**src/rtl/core/jcs_pkg.sv**
```systemverilog
package jcs_pkg;

    localparam int BYTE_W = 8;

    localparam logic [BYTE_W-1:0] CH_QUOTE  = 8'h22;
    localparam logic [BYTE_W-1:0] CH_SLASH  = 8'h2F;
    localparam logic [BYTE_W-1:0] CH_STAR   = 8'h2A;
    localparam logic [BYTE_W-1:0] CH_BSLASH = 8'h5C;
    localparam logic [BYTE_W-1:0] CH_NL     = 8'h0A;
    localparam logic [BYTE_W-1:0] CH_SPACE  = 8'h20;
    localparam logic [BYTE_W-1:0] CH_NUL    = 8'h00;

    localparam logic STRIP_RESET = 1'b1;

    typedef enum logic [2:0] {
        MODE_NORMAL     = 3'd0,
        MODE_STR        = 3'd1,
        MODE_STR_ESC    = 3'd2,
        MODE_BLOCK      = 3'd3,
        MODE_BLOCK_STAR = 3'd4,
        MODE_LINE       = 3'd5
    } mode_t;

    // one result byte
    typedef struct packed {
        logic [BYTE_W-1:0] data;
        logic              last;
    } beat_t;

    // results of one input byte: cnt of 0, 1 or 2 beats, b0 first
    typedef struct packed {
        logic [1:0] cnt;
        beat_t      b0;
        beat_t      b1;
    } push_t;

    typedef struct packed {
        mode_t mode;
        logic  held;
        push_t push;
    } step_res_t;

endpackage

```
**src/rtl/core/jcs_if.sv**
```systemverilog
interface jcs_in_if;
    import jcs_pkg::*;

    logic              valid;
    logic              ready;
    logic [BYTE_W-1:0] in_byte;
    logic              in_last;

    modport source (output valid, output in_byte, output in_last, input ready);
    modport sink   (input valid, input in_byte, input in_last, output ready);
endinterface

interface jcs_out_if;
    import jcs_pkg::*;

    logic              valid;
    logic              ready;
    logic [BYTE_W-1:0] out_byte;
    logic              out_last;

    modport source (output valid, output out_byte, output out_last, input ready);
    modport sink   (input valid, input out_byte, input out_last, output ready);
endinterface

interface jcs_cfg_if;
    logic valid;
    logic ready;
    logic strip_enable;

    modport source (output valid, output strip_enable, input ready);
    modport sink   (input valid, input strip_enable, output ready);
endinterface

```
**src/rtl/core/json_comment_stripper.sv**
```systemverilog
// Channel | Dir | Payload                   | Transaction
// src     | in  | in_byte[7:0], in_last     | valid && ready
// dst     | out | out_byte[7:0], out_last   | valid && ready
// cfg     | in  | strip_enable              | valid && ready (ready tied high)
//
// One byte per cycle while dst accepts; bytes cross the input register and queue.
// A held slash yields no result, and the byte after it yields two, drained from
// the two-entry output queue; that queue's free space alone sets when src stalls.
// Reset clears the scan mode, the held slash and the queue; strip_enable resets to 1.
// dst stalls back-pressure src through the input register without dropping bytes.
module json_comment_stripper (
    input  logic      clk,
    input  logic      rst_n,
    jcs_in_if.sink    src,
    jcs_out_if.source dst,
    jcs_cfg_if.sink   cfg
);
    import jcs_pkg::*;

    logic              in_valid_reg;
    logic              in_valid_next;
    logic [BYTE_W-1:0] in_byte_reg;
    logic              in_last_reg;
    mode_t             mode_reg;
    logic              held_reg;
    logic              strip_reg;
    step_res_t         res;
    logic [1:0]        room;
    logic              advance;
    logic              take;

    assign cfg.ready = 1'b1;

    jcs_step u_step (
        .mode    (mode_reg),
        .held    (held_reg),
        .strip   (strip_reg),
        .in_byte (in_byte_reg),
        .in_last (in_last_reg),
        .res     (res)
    );

    // move the registered byte on only when its results fit in the queue
    assign advance   = in_valid_reg && (res.push.cnt <= room);
    assign src.ready = !in_valid_reg || advance;
    assign take      = src.valid && src.ready;

    always_comb
    begin
        in_valid_next = in_valid_reg;
        if (take)
            in_valid_next = 1'b1;
        else if (advance)
            in_valid_next = 1'b0;
    end

    jcs_out_fifo u_out_fifo (
        .clk     (clk),
        .rst_n   (rst_n),
        .push_en (advance),
        .push    (res.push),
        .room    (room),
        .dst     (dst)
    );

    always_ff @(posedge clk or negedge rst_n)
    begin
        if (!rst_n)
        begin
            in_valid_reg <= 1'b0;
            mode_reg     <= MODE_NORMAL;
            held_reg     <= 1'b0;
            strip_reg    <= STRIP_RESET;
        end
        else
        begin
            in_valid_reg <= in_valid_next;
            if (advance)
            begin
                mode_reg <= res.mode;
                held_reg <= res.held;
            end
            if (cfg.valid)
                strip_reg <= cfg.strip_enable;
        end
    end

    always_ff @(posedge clk)
    begin
        if (take)
        begin
            in_byte_reg <= src.in_byte;
            in_last_reg <= src.in_last;
        end
    end

endmodule

```
**src/rtl/core/jcs_step.sv**
```systemverilog
module jcs_step (
    input  jcs_pkg::mode_t             mode,
    input  logic                       held,
    input  logic                       strip,
    input  logic [jcs_pkg::BYTE_W-1:0] in_byte,
    input  logic                       in_last,
    output jcs_pkg::step_res_t         res
);
    import jcs_pkg::*;

    function automatic mode_t string_next(input logic [BYTE_W-1:0] b);
        mode_t m;
        if (b inside {CH_QUOTE, CH_NL, CH_NUL})
            m = MODE_NORMAL;
        else if (b == CH_BSLASH)
            m = MODE_STR_ESC;
        else
            m = MODE_STR;
        return m;
    endfunction

    beat_t pass_beat;
    beat_t space_beat;

    assign pass_beat  = '{data: in_byte, last: in_last};
    assign space_beat = '{data: CH_SPACE, last: in_last};

    always_comb
    begin
        res.mode     = mode;
        res.held     = held;
        res.push.cnt = 2'd1;
        res.push.b0  = pass_beat;
        res.push.b1  = pass_beat;

        if (!strip)
        begin
            // flush a held slash, then pass the byte
            if (held)
            begin
                res.push.cnt = 2'd2;
                res.push.b0  = '{data: CH_SLASH, last: 1'b0};
            end
            res.mode = MODE_NORMAL;
            res.held = 1'b0;
        end
        else
        begin
            case (mode)
                MODE_STR:
                begin
                    res.mode = string_next(in_byte);
                end
                MODE_STR_ESC:
                begin
                    if (in_byte inside {CH_QUOTE, CH_BSLASH})
                        res.mode = MODE_STR;
                    else
                        res.mode = string_next(in_byte);
                end
                MODE_BLOCK, MODE_BLOCK_STAR:
                begin
                    if (in_byte == CH_NUL)
                        res.mode = MODE_NORMAL;
                    else
                    begin
                        if (in_byte == CH_STAR)
                            res.mode = MODE_BLOCK_STAR;
                        else if (mode == MODE_BLOCK_STAR && in_byte == CH_SLASH)
                            res.mode = MODE_NORMAL;
                        else
                            res.mode = MODE_BLOCK;
                        res.push.b0 = space_beat;
                    end
                end
                MODE_LINE:
                begin
                    if (in_byte inside {CH_NL, CH_NUL})
                        res.mode = MODE_NORMAL;
                    else
                        res.push.b0 = space_beat;
                end
                default:
                begin
                    res.mode = (in_byte == CH_QUOTE) ? MODE_STR : MODE_NORMAL;
                    if (held)
                    begin
                        res.held     = 1'b0;
                        res.push.cnt = 2'd2;
                        if (in_byte inside {CH_STAR, CH_SLASH})
                        begin
                            // comment opener: blank both bytes
                            res.mode    = (in_byte == CH_STAR) ? MODE_BLOCK : MODE_LINE;
                            res.push.b0 = '{data: CH_SPACE, last: 1'b0};
                            res.push.b1 = space_beat;
                        end
                        else
                        begin
                            res.push.b0 = '{data: CH_SLASH, last: 1'b0};
                        end
                    end
                    else if (in_byte == CH_SLASH && !in_last)
                    begin
                        // hold the slash for one byte of lookahead
                        res.held     = 1'b1;
                        res.push.cnt = 2'd0;
                    end
                end
            endcase
        end

        if (in_last)
        begin
            res.mode = MODE_NORMAL;
            res.held = 1'b0;
        end
    end

endmodule

```
**src/rtl/core/jcs_out_fifo.sv**
```systemverilog
module jcs_out_fifo (
    input  logic                       clk,
    input  logic                       rst_n,
    input  logic                       push_en,
    input  jcs_pkg::push_t             push,
    output logic [1:0]                 room,
    jcs_out_if.source                  dst
);
    import jcs_pkg::*;

    beat_t      slot_reg [2];
    logic       rd_ptr_reg;
    logic       rd_ptr_next;
    logic [1:0] count_reg;
    logic [1:0] count_next;
    logic       pop;
    logic [1:0] push_n;
    logic       wr_ptr;
    logic [1:0] wr_sum;

    assign pop    = dst.valid && dst.ready;
    assign push_n = push_en ? push.cnt : 2'd0;
    // free slots once this cycle's pop is taken into account
    assign room   = 2'd2 - count_reg + {1'b0, pop};
    assign wr_sum = {1'b0, rd_ptr_reg} + count_reg;
    assign wr_ptr = wr_sum[0];

    assign dst.valid    = (count_reg != 2'd0);
    assign dst.out_byte = slot_reg[rd_ptr_reg].data;
    assign dst.out_last = slot_reg[rd_ptr_reg].last;

    always_comb
    begin
        rd_ptr_next = pop ? ~rd_ptr_reg : rd_ptr_reg;
        count_next  = count_reg - {1'b0, pop} + push_n;
    end

    always_ff @(posedge clk or negedge rst_n)
    begin
        if (!rst_n)
        begin
            rd_ptr_reg <= 1'b0;
            count_reg  <= 2'd0;
        end
        else
        begin
            rd_ptr_reg <= rd_ptr_next;
            count_reg  <= count_next;
        end
    end

    always_ff @(posedge clk)
    begin
        if (push_n != 2'd0)
            slot_reg[wr_ptr] <= push.b0;
        if (push_n == 2'd2)
            slot_reg[~wr_ptr] <= push.b1;
    end

endmodule

```
**src/flat_wrapper.sv**
```systemverilog
// flat-port wrapper written by rule: the top's interface ports become plain ports
module json_comment_stripper_flat import jcs_pkg::*;
  (clk, rst_n, src_valid, src_in_byte, src_in_last, src_ready, dst_valid, dst_out_byte, dst_out_last, dst_ready, cfg_valid, cfg_strip_enable, cfg_ready);
  jcs_in_if src_i ();
  jcs_out_if dst_i ();
  jcs_cfg_if cfg_i ();
  input  logic clk;
  input  logic rst_n;
  input wire logic [$bits(src_i.valid)-1:0] src_valid;
  input wire logic [$bits(src_i.in_byte)-1:0] src_in_byte;
  input wire logic [$bits(src_i.in_last)-1:0] src_in_last;
  output wire logic [$bits(src_i.ready)-1:0] src_ready;
  output wire logic [$bits(dst_i.valid)-1:0] dst_valid;
  output wire logic [$bits(dst_i.out_byte)-1:0] dst_out_byte;
  output wire logic [$bits(dst_i.out_last)-1:0] dst_out_last;
  input wire logic [$bits(dst_i.ready)-1:0] dst_ready;
  input wire logic [$bits(cfg_i.valid)-1:0] cfg_valid;
  input wire logic [$bits(cfg_i.strip_enable)-1:0] cfg_strip_enable;
  output wire logic [$bits(cfg_i.ready)-1:0] cfg_ready;
  assign src_i.valid = src_valid;
  assign src_i.in_byte = src_in_byte;
  assign src_i.in_last = src_in_last;
  assign src_ready = src_i.ready;
  assign dst_valid = dst_i.valid;
  assign dst_out_byte = dst_i.out_byte;
  assign dst_out_last = dst_i.out_last;
  assign dst_i.ready = dst_ready;
  assign cfg_i.valid = cfg_valid;
  assign cfg_i.strip_enable = cfg_strip_enable;
  assign cfg_ready = cfg_i.ready;
  json_comment_stripper u_core (.clk(clk), .rst_n(rst_n), .src(src_i), .dst(dst_i), .cfg(cfg_i));
endmodule
```
**config.mk**
```make
export PLATFORM = sky130hd
export DESIGN_NAME = json_comment_stripper_flat
export DESIGN_NICKNAME = d
export VERILOG_FILES = /design/src/rtl/core/jcs_pkg.sv /design/src/rtl/core/jcs_if.sv /design/src/rtl/core/json_comment_stripper.sv /design/src/rtl/core/jcs_step.sv /design/src/rtl/core/jcs_out_fifo.sv /design/src/flat_wrapper.sv
export SDC_FILE = /design/constraint.sdc
export NUM_CORES = 1
export LEC_CHECK = 0
export BUFFER_PORTS_ARGS = -buffer_cell sky130_fd_sc_hd__buf_2
export CAP_MARGIN = 20
export CORE_MARGIN = 2
export CORE_UTILIZATION = 58
export DETAILED_ROUTE_END_ITERATION = 7
export PLACE_DENSITY = 0.79
export SLEW_MARGIN = 20
export SYNTH_ARGS = -nofsm -noshare
export SYNTH_HDL_FRONTEND = slang
export SYNTH_HIERARCHICAL = 1
export SYNTH_SLANG_ARGS = --single-unit
```
**constraint.sdc**
```tcl
create_clock -name clk -period 4.6 [get_ports clk]
set_input_delay 0 -clock clk [delete_from_list [all_inputs] [get_ports clk]]
set_output_delay 0 -clock clk [all_outputs]
set_load 0.02 [all_outputs]
```
==> impl_metrics.json, run 1 <==
{
  "outcome": "finished clean",
  "syn_area_um2": 2260,
  "port_buffers": 25,
  "yosysWarnings": 6,
  "max-vdd-ir-drop_uv": 285,
  "slew_violations": 0,
  "dieArea_um2": 4420,
  "clkTransAtPathRegs_ps": 70,
  "remaining_drc_errors": 0,
  "worst_pin_slew_ps": 847,
  "clkSinkCount": 36,
  "critPathMaxFanout": 10,
  "pwr_density_cell_nw_per_um2": 628,
  "grt_antenna_before_repair": 0,
  "start_util": 0.609,
  "multi_input_area_um2": 1110,
  "start_kind": "register",
  "rsz0062_at_grt": "false",
  "final_area_um2": 2620,
  "use_met3": 0.0557,
  "dr_total_vias": 1649,
  "chipHeight_um": 66.5,
  "crit_type": "reg -> reg",
  "insertion_delay_ps": 290,
  "cp-end-kind": "register",
  "finalSetupTns_ps": 0,
  "cts_resized": 0,
  "p_leak_nw": 1.02,
  "n_antenna_cell": 0,
  "final.fill_count": 276,
  "viasPerCell": 5.79,
  "syn_area_per_cell_um2": 11.2,
  "setup_viol": 0,
  "grtUsageMet1": 0.291,
  "cts.path.max_buffers": 2,
  "grt_max_degree": 13,
  "grt_overflow_total": 0,
  "synthesis.nets": 222,
  "whs_endpoint": "u_core/u_out_fifo/rd_ptr_reg",
  "synth_seq_area_share": 0.458,
  "seq_area_um2": 1040,
  "placed_area_um2": 2380,
  "crit_required_ps": 4510,
  "cts_root_buf": "clkbuf_8",
  "htree_levels": 2,
  "cts_tree": "yes",
  "synth_flop_cell": "edfxtp_1",
  "fin_crit_sh": 0.786,
  "use_met2": 0.418,
  "reg2reg_from": "u_core/in_byte_reg[4]",
  "synthArstFlopShare": 0.250,
  "worstHoldStart": "dst_ready",
  "routabilityCongestion": 0.866,
  "synth_edf_count": 27,
  "hold_depth": 3,
  "rrSetupSlack_ps": 980,
  "drt_iter0_markers": 122,
  "largest_reg_flops": 18,
  "finalClockSkew_ps": 5.52,
  "num-nets-final": 256,
  "drtPass1Iterations": 6,
  "final_layout_size_suffix_gt1_frac": 0.325,
  "syn_inst": 202,
  "synth.distinct_cells": 48,
  "wl_mm": 4.69,
  "slew_headroom": 0.435,
  "first_global_vias": 1661,
  "r2r-end": "u_core/u_out_fifo/slot_reg[1][1]",
  "yosys-top-cells-area": "edfxtp_1 (36%), mux2_2 (16%), dfrtp_1 (8.8%)",
  "grt_first_pass_wirelength_mm": 7.72,
  "die_x_um": 66.5,
  "placementRows": 22,
  "fmaxAchievable_ghz": 0.277,
  "grt_most_used_layer": "met2",
  "hold_violations": 0,
  "drv_cap": 0,
  "cts_buffers": 5,
  "synth_top_area_cell": "edfxtp_1",
  "ys_ff_latch": 36,
  "totalPowerFinal_mw": 1.65,
  "track_usage": 0.239,
  "yosys.area.top_type_share": 0.358,
  "ff2ff_path_depth": 11,
  "syn2layout_area_growth_pct": 15.9,
  "io_pins": 27,
  "hpwl_mm": 3.41,
  "wl_per_cell_um": 16.5,
  "ant_nets": 0,
  "critPathArrivalTime_ps": 3530,
  "min_period_ps": 3620,
  "core_um2": 3720,
  "hold_path_class": "in -> reg"
}
area by class of cell:
class,instances,share of cell area
Multi-Input combinational cell,144,0.425
Sequential cell,36,0.396
Timing Repair Buffer,39,0.100
Clock buffer,5,0.0262
Tap cell,48,0.0229
Clock inverter,3,0.0162
Inverter,10,0.0143
timing repair:
| action | in CTS | in global routing |
|---|---|---|
| endpoints found under the hold margin | 20 | 0 |
| setup buffers | 0 | 0 |
| hold buffers | 13 | 0 |
where the power goes:
| group | total (mW) | switching (mW) | internal [mW] |
|---|---|---|---|
| Clock | 0.272 | 0.111 | 0.160 |
| Sequential | 0.639 | 0.0939 | 0.545 |
| Combinational | 0.736 | 0.419 | 0.317 |
synthesized netlist by cell type (2+ instances only):
cell type	count
mux2_2	33
edfxtp_1	27
nand2_1	14
nor2_1	13
inv_1	10
a21oi_1	8
dfrtp_1	8
nand2b_1	8
nor2b_1	7
xnor2_1	7
ha_1	5
o21ai_0	5
buf_4	4
clkbuf_1	4
a211oi_1	3
and2_1	3
nand3_1	3
o211ai_1	3
a31oi_1	2
a41oi_1	2
buf_2	2
mux2i_1	2
nor3_1	2
nor4_1	2
or3_1	2
logic make-up after synthesis:
group,Yosys count,share of synthesized area
and+or+nand+nor,64,0.159
AOI/OAI and AO/OA,32,0.103
DFF,36,0.458
adders and majority gates,5,0.0276
muxes,35,0.173
other,1,0.00166
buffers and inverters,22,0.0498
xor gates and xnor gates,7,0.0271
layer usage:
metal,share of wire,vias up
met3,0.039,8
met2,0.51,46
li1,-,803
met1,0.44,792
met5,0,-
met4,0.016,0
per-stage QoR:
| stage | hold slack [ps] | std cells | worst slack [ps] | utilization |
|---|---|---|---|---|
| global route | 63.7 | 285 | 651 | 0.706 |
| CTS | 46.8 | 285 | 972 | 0.706 |
| detailed placement | -130 | 264 | 1040 | 0.641 |
| finish | 52.7 | 285 | 984 | 0.706 |
| floorplan | -296 | 202 | 1420 | - |
| global placement | -142 | 264 | 1140 | 0.641 |
how the worst max path moves through the flow:
stage | cells past startpoint | slack [ps] | end | startpoint
global route | 11 | 650 | u_core/u_out_fifo/slot_reg[1][3] | u_core/in_byte_reg[4]
global placement | 11 | 1140 | u_core/u_out_fifo/slot_reg[1][7] | u_core/in_byte_reg[4]
detailed placement | 11 | 1040 | u_core/u_out_fifo/slot_reg[1][6] | u_core/in_byte_reg[4]
CTS | 11 | 970 | u_core/u_out_fifo/slot_reg[1][1] | u_core/in_byte_reg[4]
finish | 11 | 980 | u_core/u_out_fifo/slot_reg[1][1] | u_core/in_byte_reg[4]
floorplan | 16 | 1420 | u_core/u_out_fifo/count_reg[1] | u_core/in_byte_reg[4]
critical path: stages (launching register included):
cell and delay [ps]:
edfxtp_1 450, or4b_4 600, nor2_4 130, nand2_2 90
nor3_1 190, o21ai_0 250, inv_1 140, ha_1 210
nor2b_4 60, o21ai_4 270, o21ai_0 150, a21oi_1 690
cells in the final DEF (no fill, tap or decap), types with 7 or more instances in the layout:
cell	netlist	routed
mux2_2	33	33
edfxtp_1	27	27
buf_2	2	25
nand2_1	14	14
dlygate4sd3_1	0	13
nor2_1	13	13
inv_1	10	10
nand2b_1	8	8
dfrtp_1	8	8
a21oi_1	8	8
xnor2_1	7	7
nor2b_1	7	7
No activity file was read; power rests on OpenSTA's default activity.
==> run 2: changes to the inputs <==
Settings changed: CORE_UTILIZATION 58 to 52, PLACE_DENSITY 0.79 to 0.75.
Clock period 4.6 ns to 3.1 ns, I/O delays scaled along.
==> impl_metrics.json, run 2 (same netlist as run 1, synthesis figures left out) <==
{
  "die_x_um": 70.0,
  "fmaxAchievable_ghz": 0.323,
  "setup_viol": 0,
  "insertion_delay_ps": 290,
  "routabilityCongestion": 0.998,
  "final_common_cell": "mux2_2",
  "cts_buffers": 5,
  "dieArea_um2": 4900,
  "final_cell_mix": "mux2_2 (33), edfxtp_1 (27), buf_2 (25)",
  "final_layout_size_suffix_gt1_frac": 0.425,
  "cts_root_buf": "clkbuf_8",
  "syn2layout_area_growth_pct": 26.2,
  "track_usage": 0.208,
  "slew_violations": 0,
  "htree_levels": 2,
  "cp-end-kind": "register",
  "whs_endpoint": "u_core/u_out_fifo/rd_ptr_reg",
  "drt_iter0_markers": 75,
  "final_area_um2": 2860,
  "viasPerCell": 5.75,
  "n_antenna_cell": 0,
  "rrSetupSlack_ps": 6,
  "hold_path_class": "in -> reg",
  "grt_overflow_total": 0,
  "p_leak_nw": 1.15,
  "io_pins": 27,
  "worst_pin_slew_ps": 657,
  "clkTransAtPathRegs_ps": 70,
  "multi_input_area_um2": 1190,
  "setup_slack_ps": 6.44,
  "placementRows": 23,
  "drv_cap": 0,
  "hold_violations": 0,
  "ff2ff_path_depth": 16,
  "grt_antenna_before_repair": 0,
  "max-vdd-ir-drop_uv": 741,
  "outcome": "finished clean",
  "clkSinkCount": 36,
  "ant_nets": 0,
  "finalClockSkew_ps": 5.87,
  "drtPass1Iterations": 4,
  "grt_first_pass_wirelength_mm": 7.94,
  "num-nets-final": 280,
  "start_util": 0.554,
  "seq_area_um2": 1040,
  "start_kind": "register",
  "crit_required_ps": 3300,
  "critPathMaxFanout": 4,
  "remaining_drc_errors": 0,
  "core_um2": 4090,
  "finalSetupTns_ps": 0,
  "placed_area_um2": 2510,
  "rsz0062_at_grt": "true",
  "cts.path.max_buffers": 2,
  "chipHeight_um": 70.0,
  "dr_total_vias": 1789,
  "final.fill_count": 289,
  "pre_cts_slack_ps": -35.6,
  "crit_type": "reg -> reg",
  "reg2reg_from": "u_core/in_byte_reg[7]",
  "slew_headroom": 0.558,
  "final_util": 0.699,
  "hold_depth": 3,
  "grt_max_degree": 12,
  "cts_tree": "yes",
  "critPathArrivalTime_ps": 3290,
  "min_period_ps": 3090,
  "worstHoldStart": "dst_ready",
  "hpwl_mm": 3.35,
  "pwr_density_cell_nw_per_um2": 943,
  "wl_per_cell_um": 16.2,
  "first_global_vias": 1688,
  "wl_mm": 5.05,
  "r2r-end": "u_core/u_out_fifo/count_reg[1]",
  "largest_reg_flops": 18,
  "fin_crit_sh": 0.998,
  "port_buffers": 25
}
==> run 2: changes by cell type in the layout (fill, tap and decap cells not counted), sizes merged <==
| cell | previous run | this run |
|---|---|---|
| clkinv | 1 | 3 |
| buf | 26 | 50 |
| clkinvlp | 1 | 0 |
| bufinv | 1 | 0 |
==> run 2: final cells by class <==
cell class | instances | area share
Multi-Input combinational cell | 144 | 0.417
Clock buffer | 5 | 0.0241
Tap cell | 50 | 0.0219
Clock inverter | 3 | 0.00482
Inverter | 10 | 0.0131
Timing Repair Buffer | 63 | 0.156
Sequential cell | 36 | 0.363
==> run 2: per-stage QoR <==
step,power (mW),hold WS [ps],instances
2_1_floorplan,1.78,-296,202
3_3_place_gp,2.08,-126,281
4_1_cts,2.48,16.6,303
3_5_place_dp,2.13,-122,281
6_report,2.69,15.4,311
5_1_grt,2.88,37.8,311
==> run 2: how the worst max path moves through the flow <==
stage	cells past startpoint	start	to
finish	16	u_core/in_byte_reg[7]	u_core/u_out_fifo/count_reg[1]
global route	16	u_core/in_byte_reg[7]	u_core/u_out_fifo/count_reg[1]
CTS	16	u_core/in_byte_reg[6]	u_core/u_out_fifo/count_reg[1]
detailed placement	16	u_core/in_byte_reg[6]	u_core/u_out_fifo/count_reg[1]
global placement	16	u_core/in_byte_reg[4]	u_core/u_out_fifo/count_reg[1]
floorplan	14	u_core/mode_reg[1]	u_core/u_out_fifo/count_reg[1]
==> run 2: routing by layer <==
layer | wire, µm | track usage | vias up
met5 | 0 | 0 | -
met4 | 151 | 0.0684 | 0
met3 | 307 | 0.0577 | 15
met2 | 2530 | 0.357 | 72
met1 | 2060 | 0.252 | 850
li1 | - | - | 852
==> run 2: repair_timing <==
action | CTS | global route
hold buffers | 13 | 0
endpoints found under the setup margin | 10 | 19
resized for setup | 1 | 13
endpoints found under the hold margin | 20 | 0
setup buffers | 1 | 8
pin swaps | 1 | 12
==> run 2: critical path, cell delays in order, from the launching register on <==
cell,delay [ps]
edfxtp_1,420
or4b_4,580
nor2_4,170
nand2_4,80
nor3_4,180
o21ai_2,100
inv_2,70
ha_4,130
nor2b_4,40
o21ai_4,180
nand2_2,90
ha_4,260
inv_2,30
ha_2,170
xnor2_2,140
xnor2_1,190
xnor2_1,160
==> run 2: where the power goes <==
| group | switching, mW | internal [mW] | total, mW |
|---|---|---|---|
| Sequential | 0.115 | 0.803 | 0.919 |
| Clock | 0.165 | 0.152 | 0.317 |
| Combinational | 0.761 | 0.695 | 1.46 |
